File: config.mk
export PLATFORM = sky130hd
export DESIGN_NAME = timed_debounce_with_persistence_unit
export DESIGN_NICKNAME = d
export VERILOG_FILES = /design/src/hw/rtl/tdpu_pkg.sv /design/src/hw/rtl/timed_debounce_with_persistence_unit.sv
export SDC_FILE = /design/constraint.sdc
export NUM_CORES = 1
export LEC_CHECK = 0
export BUFFER_PORTS_ARGS = -buffer_cell sky130_fd_sc_hd__buf_2
export CAP_MARGIN = 20
export CORE_MARGIN = 2
export CORE_UTILIZATION = 45
export DETAILED_ROUTE_END_ITERATION = 10
export PLACE_DENSITY = 0.6
export RECOVER_POWER = 100
export SYNTH_ARGS = -nofsm -noshare
export SYNTH_HDL_FRONTEND = slang
export SYNTH_SLANG_ARGS = --single-unit
File: constraint.sdc
create_clock -name clk -period 7.4 [get_ports clk]
set_input_delay 0.74 -clock clk [delete_from_list [all_inputs] [get_ports clk]]
set_output_delay 0.74 -clock clk [all_outputs]
set_load 0.005 [all_outputs]
File: src/hw/rtl/tdpu_pkg.sv
`timescale 1ns / 1ps

package tdpu_pkg;

    localparam int unsigned TIME_W   = 32;
    localparam int unsigned CFG_W    = 16;
    localparam int unsigned COUNT_W  = 16;
    localparam int unsigned CFG_IDX_W = 1;

    localparam int unsigned IN_FIELDS_W  = 1 + TIME_W;
    localparam int unsigned IN_DATA_W    = ((IN_FIELDS_W + 7) / 8) * 8;
    localparam int unsigned OUT_FIELDS_W = 3 + COUNT_W;
    localparam int unsigned OUT_DATA_W   = ((OUT_FIELDS_W + 7) / 8) * 8;

    localparam logic [CFG_W-1:0] WINDOW_RESET  = 16'd50;
    localparam logic [CFG_W-1:0] PERSIST_RESET = 16'd3;

    typedef enum logic [CFG_IDX_W-1:0] {
        CFG_WINDOW  = 1'b0,
        CFG_PERSIST = 1'b1
    } cfg_idx_t;

    typedef struct packed {
        logic [COUNT_W-1:0] confirm_count;
        logic               alert_pending;
        logic               candidate_level;
        logic               conditioned_level;
    } result_t;

endpackage

File: src/hw/rtl/timed_debounce_with_persistence_unit.sv
`timescale 1ns / 1ps

// Time-window debounce with a confirmation count.
// s_* carries one request per sample: raw level and a wrapping ms timestamp.
// m_* returns one result per sample: conditioned level, candidate level,
// alert flag and confirmation count after that sample.
// cfg_* writes the debounce window (index 0) and the persistence limit
// (index 1); cfg_ready is always high, writes are meant for an idle block.
// From s_* acceptance to m_tvalid, the accepting edge loads the input register,
// then the state update is loaded into the result register once that register is free.
// Throughput is one sample per cycle while m_tready stays high, set by the
// combinational state update loop (subtract, compare, count).
// A new sample is taken while a finished result waits on m_*; when the
// receiver stalls, both stages fill and s_tready drops until m_tready returns.
// Reset clears both stages, the debounce state (candidate, start time,
// count, conditioned level all zero) and loads window 50 ms, limit 3.
module timed_debounce_with_persistence_unit (
    input  logic                                clk,
    input  logic                                rst_n,
    input  logic                                s_tvalid,
    output logic                                s_tready,
    // [0] level, [32:1] now_ms, rest zero
    input  logic [tdpu_pkg::IN_DATA_W-1:0]      s_tdata,
    output logic                                m_tvalid,
    input  logic                                m_tready,
    // [0] conditioned_level, [1] candidate_level, [2] alert_pending,
    // [18:3] confirm_count, rest zero
    output logic [tdpu_pkg::OUT_DATA_W-1:0]     m_tdata,
    input  logic                                cfg_valid,
    output logic                                cfg_ready,
    input  logic [tdpu_pkg::CFG_IDX_W-1:0]      cfg_index,
    input  logic [tdpu_pkg::CFG_W-1:0]          cfg_data
);

    logic [tdpu_pkg::CFG_W-1:0]    window_reg;
    logic [tdpu_pkg::CFG_W-1:0]    persist_reg;

    logic                          in_valid_reg;
    logic                          level_reg;
    logic [tdpu_pkg::TIME_W-1:0]   now_reg;

    logic                          candidate_reg;
    logic                          candidate_next;
    logic [tdpu_pkg::TIME_W-1:0]   since_reg;
    logic [tdpu_pkg::TIME_W-1:0]   since_next;
    logic [tdpu_pkg::COUNT_W-1:0]  count_reg;
    logic [tdpu_pkg::COUNT_W-1:0]  count_next;
    logic                          conditioned_reg;
    logic                          conditioned_next;

    logic                          out_valid_reg;
    tdpu_pkg::result_t             result_reg;
    tdpu_pkg::result_t             result_next;

    logic                          advance;
    logic                          changed;
    logic [tdpu_pkg::COUNT_W-1:0]  count_base;
    logic [tdpu_pkg::COUNT_W-1:0]  count_inc;
    logic [tdpu_pkg::TIME_W-1:0]   elapsed;
    logic                          window_met;

    assign cfg_ready = 1'b1;
    assign advance   = in_valid_reg && (!out_valid_reg || m_tready);
    assign s_tready  = !in_valid_reg || advance;
    assign m_tvalid  = out_valid_reg;
    assign m_tdata   = {{(tdpu_pkg::OUT_DATA_W - tdpu_pkg::OUT_FIELDS_W){1'b0}}, result_reg};

    // configuration registers
    always_ff @(posedge clk or negedge rst_n)
    begin
        if (!rst_n)
        begin
            window_reg  <= tdpu_pkg::WINDOW_RESET;
            persist_reg <= tdpu_pkg::PERSIST_RESET;
        end
        else if (cfg_valid && cfg_ready)
        begin
            unique case (tdpu_pkg::cfg_idx_t'(cfg_index))
                tdpu_pkg::CFG_WINDOW:  window_reg  <= cfg_data;
                tdpu_pkg::CFG_PERSIST: persist_reg <= cfg_data;
                default:               window_reg  <= window_reg;
            endcase
        end
    end

    // input register
    always_ff @(posedge clk or negedge rst_n)
    begin
        if (!rst_n)
        begin
            in_valid_reg <= 1'b0;
        end
        else if (s_tready)
        begin
            in_valid_reg <= s_tvalid;
        end
    end

    always_ff @(posedge clk)
    begin
        if (s_tvalid && s_tready)
        begin
            level_reg <= s_tdata[0];
            now_reg   <= s_tdata[tdpu_pkg::TIME_W:1];
        end
    end

    // state update for the sample in the input register
    always_comb
    begin
        changed          = (level_reg != candidate_reg);
        candidate_next   = level_reg;
        since_next       = changed ? now_reg : since_reg;
        count_base       = changed ? '0 : count_reg;
        elapsed          = now_reg - since_next;
        window_met       = (elapsed >= {{(tdpu_pkg::TIME_W - tdpu_pkg::CFG_W){1'b0}}, window_reg});
        count_inc        = (count_base < persist_reg) ? count_base + 1'b1 : count_base;
        conditioned_next = conditioned_reg;
        count_next       = count_base;
        if (candidate_next == conditioned_reg)
        begin
            count_next = '0;
        end
        else if (window_met)
        begin
            if (count_inc >= persist_reg)
            begin
                conditioned_next = candidate_next;
                count_next       = '0;
            end
            else
            begin
                count_next = count_inc;
            end
        end
        result_next.conditioned_level = conditioned_next;
        result_next.candidate_level   = candidate_next;
        result_next.alert_pending     = (candidate_next != conditioned_next);
        result_next.confirm_count     = count_next;
    end

    always_ff @(posedge clk or negedge rst_n)
    begin
        if (!rst_n)
        begin
            candidate_reg   <= 1'b0;
            since_reg       <= '0;
            count_reg       <= '0;
            conditioned_reg <= 1'b0;
        end
        else if (advance)
        begin
            candidate_reg   <= candidate_next;
            since_reg       <= since_next;
            count_reg       <= count_next;
            conditioned_reg <= conditioned_next;
        end
    end

    // result register
    always_ff @(posedge clk or negedge rst_n)
    begin
        if (!rst_n)
        begin
            out_valid_reg <= 1'b0;
        end
        else if (advance)
        begin
            out_valid_reg <= 1'b1;
        end
        else if (m_tready)
        begin
            out_valid_reg <= 1'b0;
        end
    end

    always_ff @(posedge clk)
    begin
        if (advance)
        begin
            result_reg <= result_next;
        end
    end

endmodule

==> summary.txt <==
Status - complete, but fails checks
Failing checks - max-capacitance violations, max-slew violations
Die ar. - 21500 µm²
Max Transition Viols Final - 121
Root Buffer - clkbuf_16
DR vias/cell - 5.55
Hold slack - 473 ps
DR DRC count - 0
Cell family with most CP delay - compound AO/OA/AOI/OAI gates
Final wirelength - 22100 µm
Critical path required time - 7710 ps
Maxcap violations - 3
Post-Route Skew - 8.51 ps
Core footprint - 20100 µm²
# resized after CTS - 0
CTS max path bufs - 2
Total CTS buffers - 17
Hold Crit Class - reg2reg
First-pass GRT wire length - 36400 µm
Final #Nets - 1170
Asr flop ratio synth - 61.8%
Crit Path Category - reg2reg
TNS Setup - 0 ps
Post-Syn Area per Cell - 9.51 µm²
Initial core utilization - 45.6%
Fin crit share - 91.8%
# IOs - 89
Vias in the first global route - 7030
DR pass1 iterations - 5
Post-route ant nets - 0
PD cells - 282 nW/µm²
Largest net degree at the start of global routing - 72
Hold_buf cts - 0
Synthesized area - 9170 µm²
Setup-failing EPs final - 0
Utilization after layout - 51.4%
Post-CTS setup buffer count - 0
Critical-path maximum fanout - 18
CTS sink count - 136
Rel. slew slack - -116%
CTS tree - yes
Critical path buffers and inverters - 3
Via Count - 7293
Number of synthesized flops with an enable pin - 52
CP arrival - 7110 ps
CP startpoint kind - register
Critical-path cell list - xnor2_1 -> buf_4 -> nand2_1 -> inv_1 -> ha_1 -> a21o_1 -> a21o_1 -> a21oi_1 -> nand2_1 -> a41oi_1 -> a21oi_1 -> nand2_1 -> mux2_2 -> ha_1 -> a21o_1 -> a21o_1 -> a21oi_1 -> nor2b_1 -> o21ai_0 -> a21oi_1 -> a21o_1 -> buf_4 -> or4_1 -> o311ai_1
Slew @ Worst Pin - 3250 ps
Peak VDD IR - 0.000167 V
Wire per inst - 16.8 µm
Worst skew pair latency - 420 ps
Netlist cell types - 76
P_leak - 4.68 nW
FP Rows - 52
Yosys warnings - 0
RSZ-0062 raised after global routing - false
Crit path max-delay cell type - xnor2_1
Fin crit period - 6790 ps
H-tree levels - 4
Hold Fails Final Rpt - 0
Clk slew on worst S/H paths - 60 ps
Peak Freq - 0.147 GHz
Die Y-Extent - 147 µm
Remaining Overflow, GRT - 0
CP most frequent cell - a21o_1
Number of diodes - 0
Cells after Synth - 964
Seq cells post-synth - 136
Post-synthesis sequential area ratio - 40.0%
Count of input and output buffers - 75
Post-DP HPWL - 16600 µm
Crit-path max cell delay - 670 ps
Total GRT Usage - 21.2%
Share of layout cells above drive strength 1 - 14.7%
Ys flop type - dfrtp_1
Die Width - 147 µm
Placer congestion estimate - 0.888
Synth-to-Final Area Change - 12.7%
Initial antenna violation count - 0
CP Capture Type - register
Iter 0 DRT Violations - 422
==> worst min-delay path: stages, from the launching register on <==
cell and delay, ps:
dfrtp_1 340, nand2_1 50, nand2_1 50
==> synthesized netlist by cell type (4+ instances only) <==
| master | number | share of area [%] |
|---|---|---|
| and3_1 | 15 | 1.0 |
| nand3_1 | 18 | 0.98 |
| xor2_1 | 14 | 1.3 |
| or4_1 | 4 | 0.33 |
| a221o_1 | 5 | 0.55 |
| nor2_1 | 42 | 1.7 |
| a21oi_1 | 66 | 3.6 |
| o211a_1 | 6 | 0.66 |
| o22ai_1 | 4 | 0.27 |
| and4_1 | 4 | 0.38 |
| nand2_1 | 107 | 4.4 |
| o211ai_1 | 7 | 0.57 |
| o21ai_0 | 69 | 3.8 |
| edfxtp_1 | 52 | 17 |
| a32o_1 | 6 | 0.66 |
| inv_1 | 52 | 2.1 |
| o21ai_1 | 14 | 0.76 |
| nand3b_1 | 6 | 0.49 |
| dfrtp_1 | 79 | 22 |
| o2111ai_1 | 5 | 0.48 |
| or2_2 | 4 | 0.27 |
| nand4_1 | 24 | 1.6 |
| nor3b_1 | 5 | 0.41 |
| and2_1 | 12 | 0.82 |
| nor3_1 | 11 | 0.60 |
| clkbuf_1 | 35 | 1.4 |
| buf_4 | 8 | 0.66 |
| o21a_1 | 6 | 0.49 |
| a31oi_1 | 10 | 0.68 |
| dfstp_2 | 5 | 1.4 |
| a21o_1 | 24 | 2.0 |
| a211oi_1 | 4 | 0.33 |
| nor2b_1 | 9 | 0.61 |
| mux2_2 | 22 | 2.7 |
| xnor2_1 | 26 | 2.5 |
| mux2i_1 | 33 | 3.6 |
| o21bai_1 | 7 | 0.57 |
| nand2b_1 | 8 | 0.55 |
| buf_2 | 4 | 0.22 |
| ha_1 | 77 | 11 |
==> power breakdown <==
| part | leakage [nW] | internal, mW | switching (mW) |
|---|---|---|---|
| Clock | 0.263 | 0.455 | 0.321 |
| Sequential | 1.55 | 0.903 | 0.0598 |
| Combinational | 2.86 | 0.474 | 0.705 |
| Total | 4.68 | 1.83 | 1.09 |
==> metal layers <==
layer / track usage [%] / share of wire (%) / up-vias
li1: - / - / 3653
met1: 29.1 / 48 / 3435
met2: 34.4 / 47 / 174
met3: 3.17 / 3.9 / 31
met4: 7.23 / 2.0 / 0
met5: 0 / 0 / -
==> per-stage QoR <==
step	area, µm²	instances	total power, mW	setup slack, ps
floorplan	9180	968	1.84	1830
global placement	9830	1280	2.13	1070
detailed placement	9830	1280	2.15	978
CTS	10400	1312	2.94	925
global route	10300	1313	3.14	241
finish	10300	1313	2.92	609
==> cell usage in the layout (no fill, tap or decap), types with 5 or more instances in the layout <==
master	Yosys	routed
o21ai_0	69	74
o21bai_1	7	7
a31oi_1	10	10
dfstp_2	5	5
o21ai_1	14	9
a32o_1	6	6
clkinv_2	0	5
mux2i_1	33	33
nand4_1	24	24
conb_1	2	6
a221o_1	5	5
o211ai_1	7	7
nor3b_1	5	5
mux2_2	22	22
nor2_1	42	42
nand2_1	107	106
buf_2	4	68
buf_4	8	12
clkbuf_1	35	17
nand3b_1	6	6
and3_1	15	15
clkbuf_16	0	18
ha_1	77	77
edfxtp_1	52	52
nand3_1	18	18
inv_1	52	52
xor2_1	14	13
xnor2_1	26	26
a21o_1	24	24
a21oi_1	66	66
nor3_1	11	11
and2_1	12	11
o2111ai_1	5	5
dfrtp_1	79	79
o211a_1	6	6
o21a_1	6	6
nor2b_1	9	9
nand2b_1	8	8
==> path summary, 6_finish.rpt <==
kind                            slack [ps]  depth (start not counted)                        end                      from
min in group asynchronous              710                          1  window_reg[9]$_DFFE_PN0P_                     rst_n
max in group asynchronous             2900                          2  since_reg[27]$_DFFE_PN0P_                     rst_n
worst max-delay path                   610                         24  count_reg[14]$_DFFE_PN0P_  candidate_next$_DFFE_PP_
worst max register to register         610                         24  count_reg[14]$_DFFE_PN0P_  candidate_next$_DFFE_PP_
worst min register to register         470                          2   since_reg[0]$_DFFE_PN0P_  since_reg[0]$_DFFE_PN0P_
worst min-delay path                   470                          2   since_reg[0]$_DFFE_PN0P_  since_reg[0]$_DFFE_PN0P_
==> area by class of cell <==
cell class,count,area (µm²)
fill,1883,9770
multi-input combinational,728,5100
sequential,136,3670
timing repair buffer,94,494
clock buffer,24,483
tap,270,338
inverter,53,199
clock inverter,8,47.5
==> logic make-up after synthesis <==
group | count (synthesis) | share of synthesized area (%)
flip-flops | 136 | 40.0
adder cells (fa/ha/maj) | 78 | 10.7
multiplexers | 57 | 6.55
XOR/XNOR | 40 | 3.82
buffers and inverters | 104 | 4.72
other | 2 | 0.0819
AO/OA/AOI/OAI | 266 | 18.8
AND/OR/NAND/NOR | 281 | 15.2
Power figures use the tool's default switching activity.
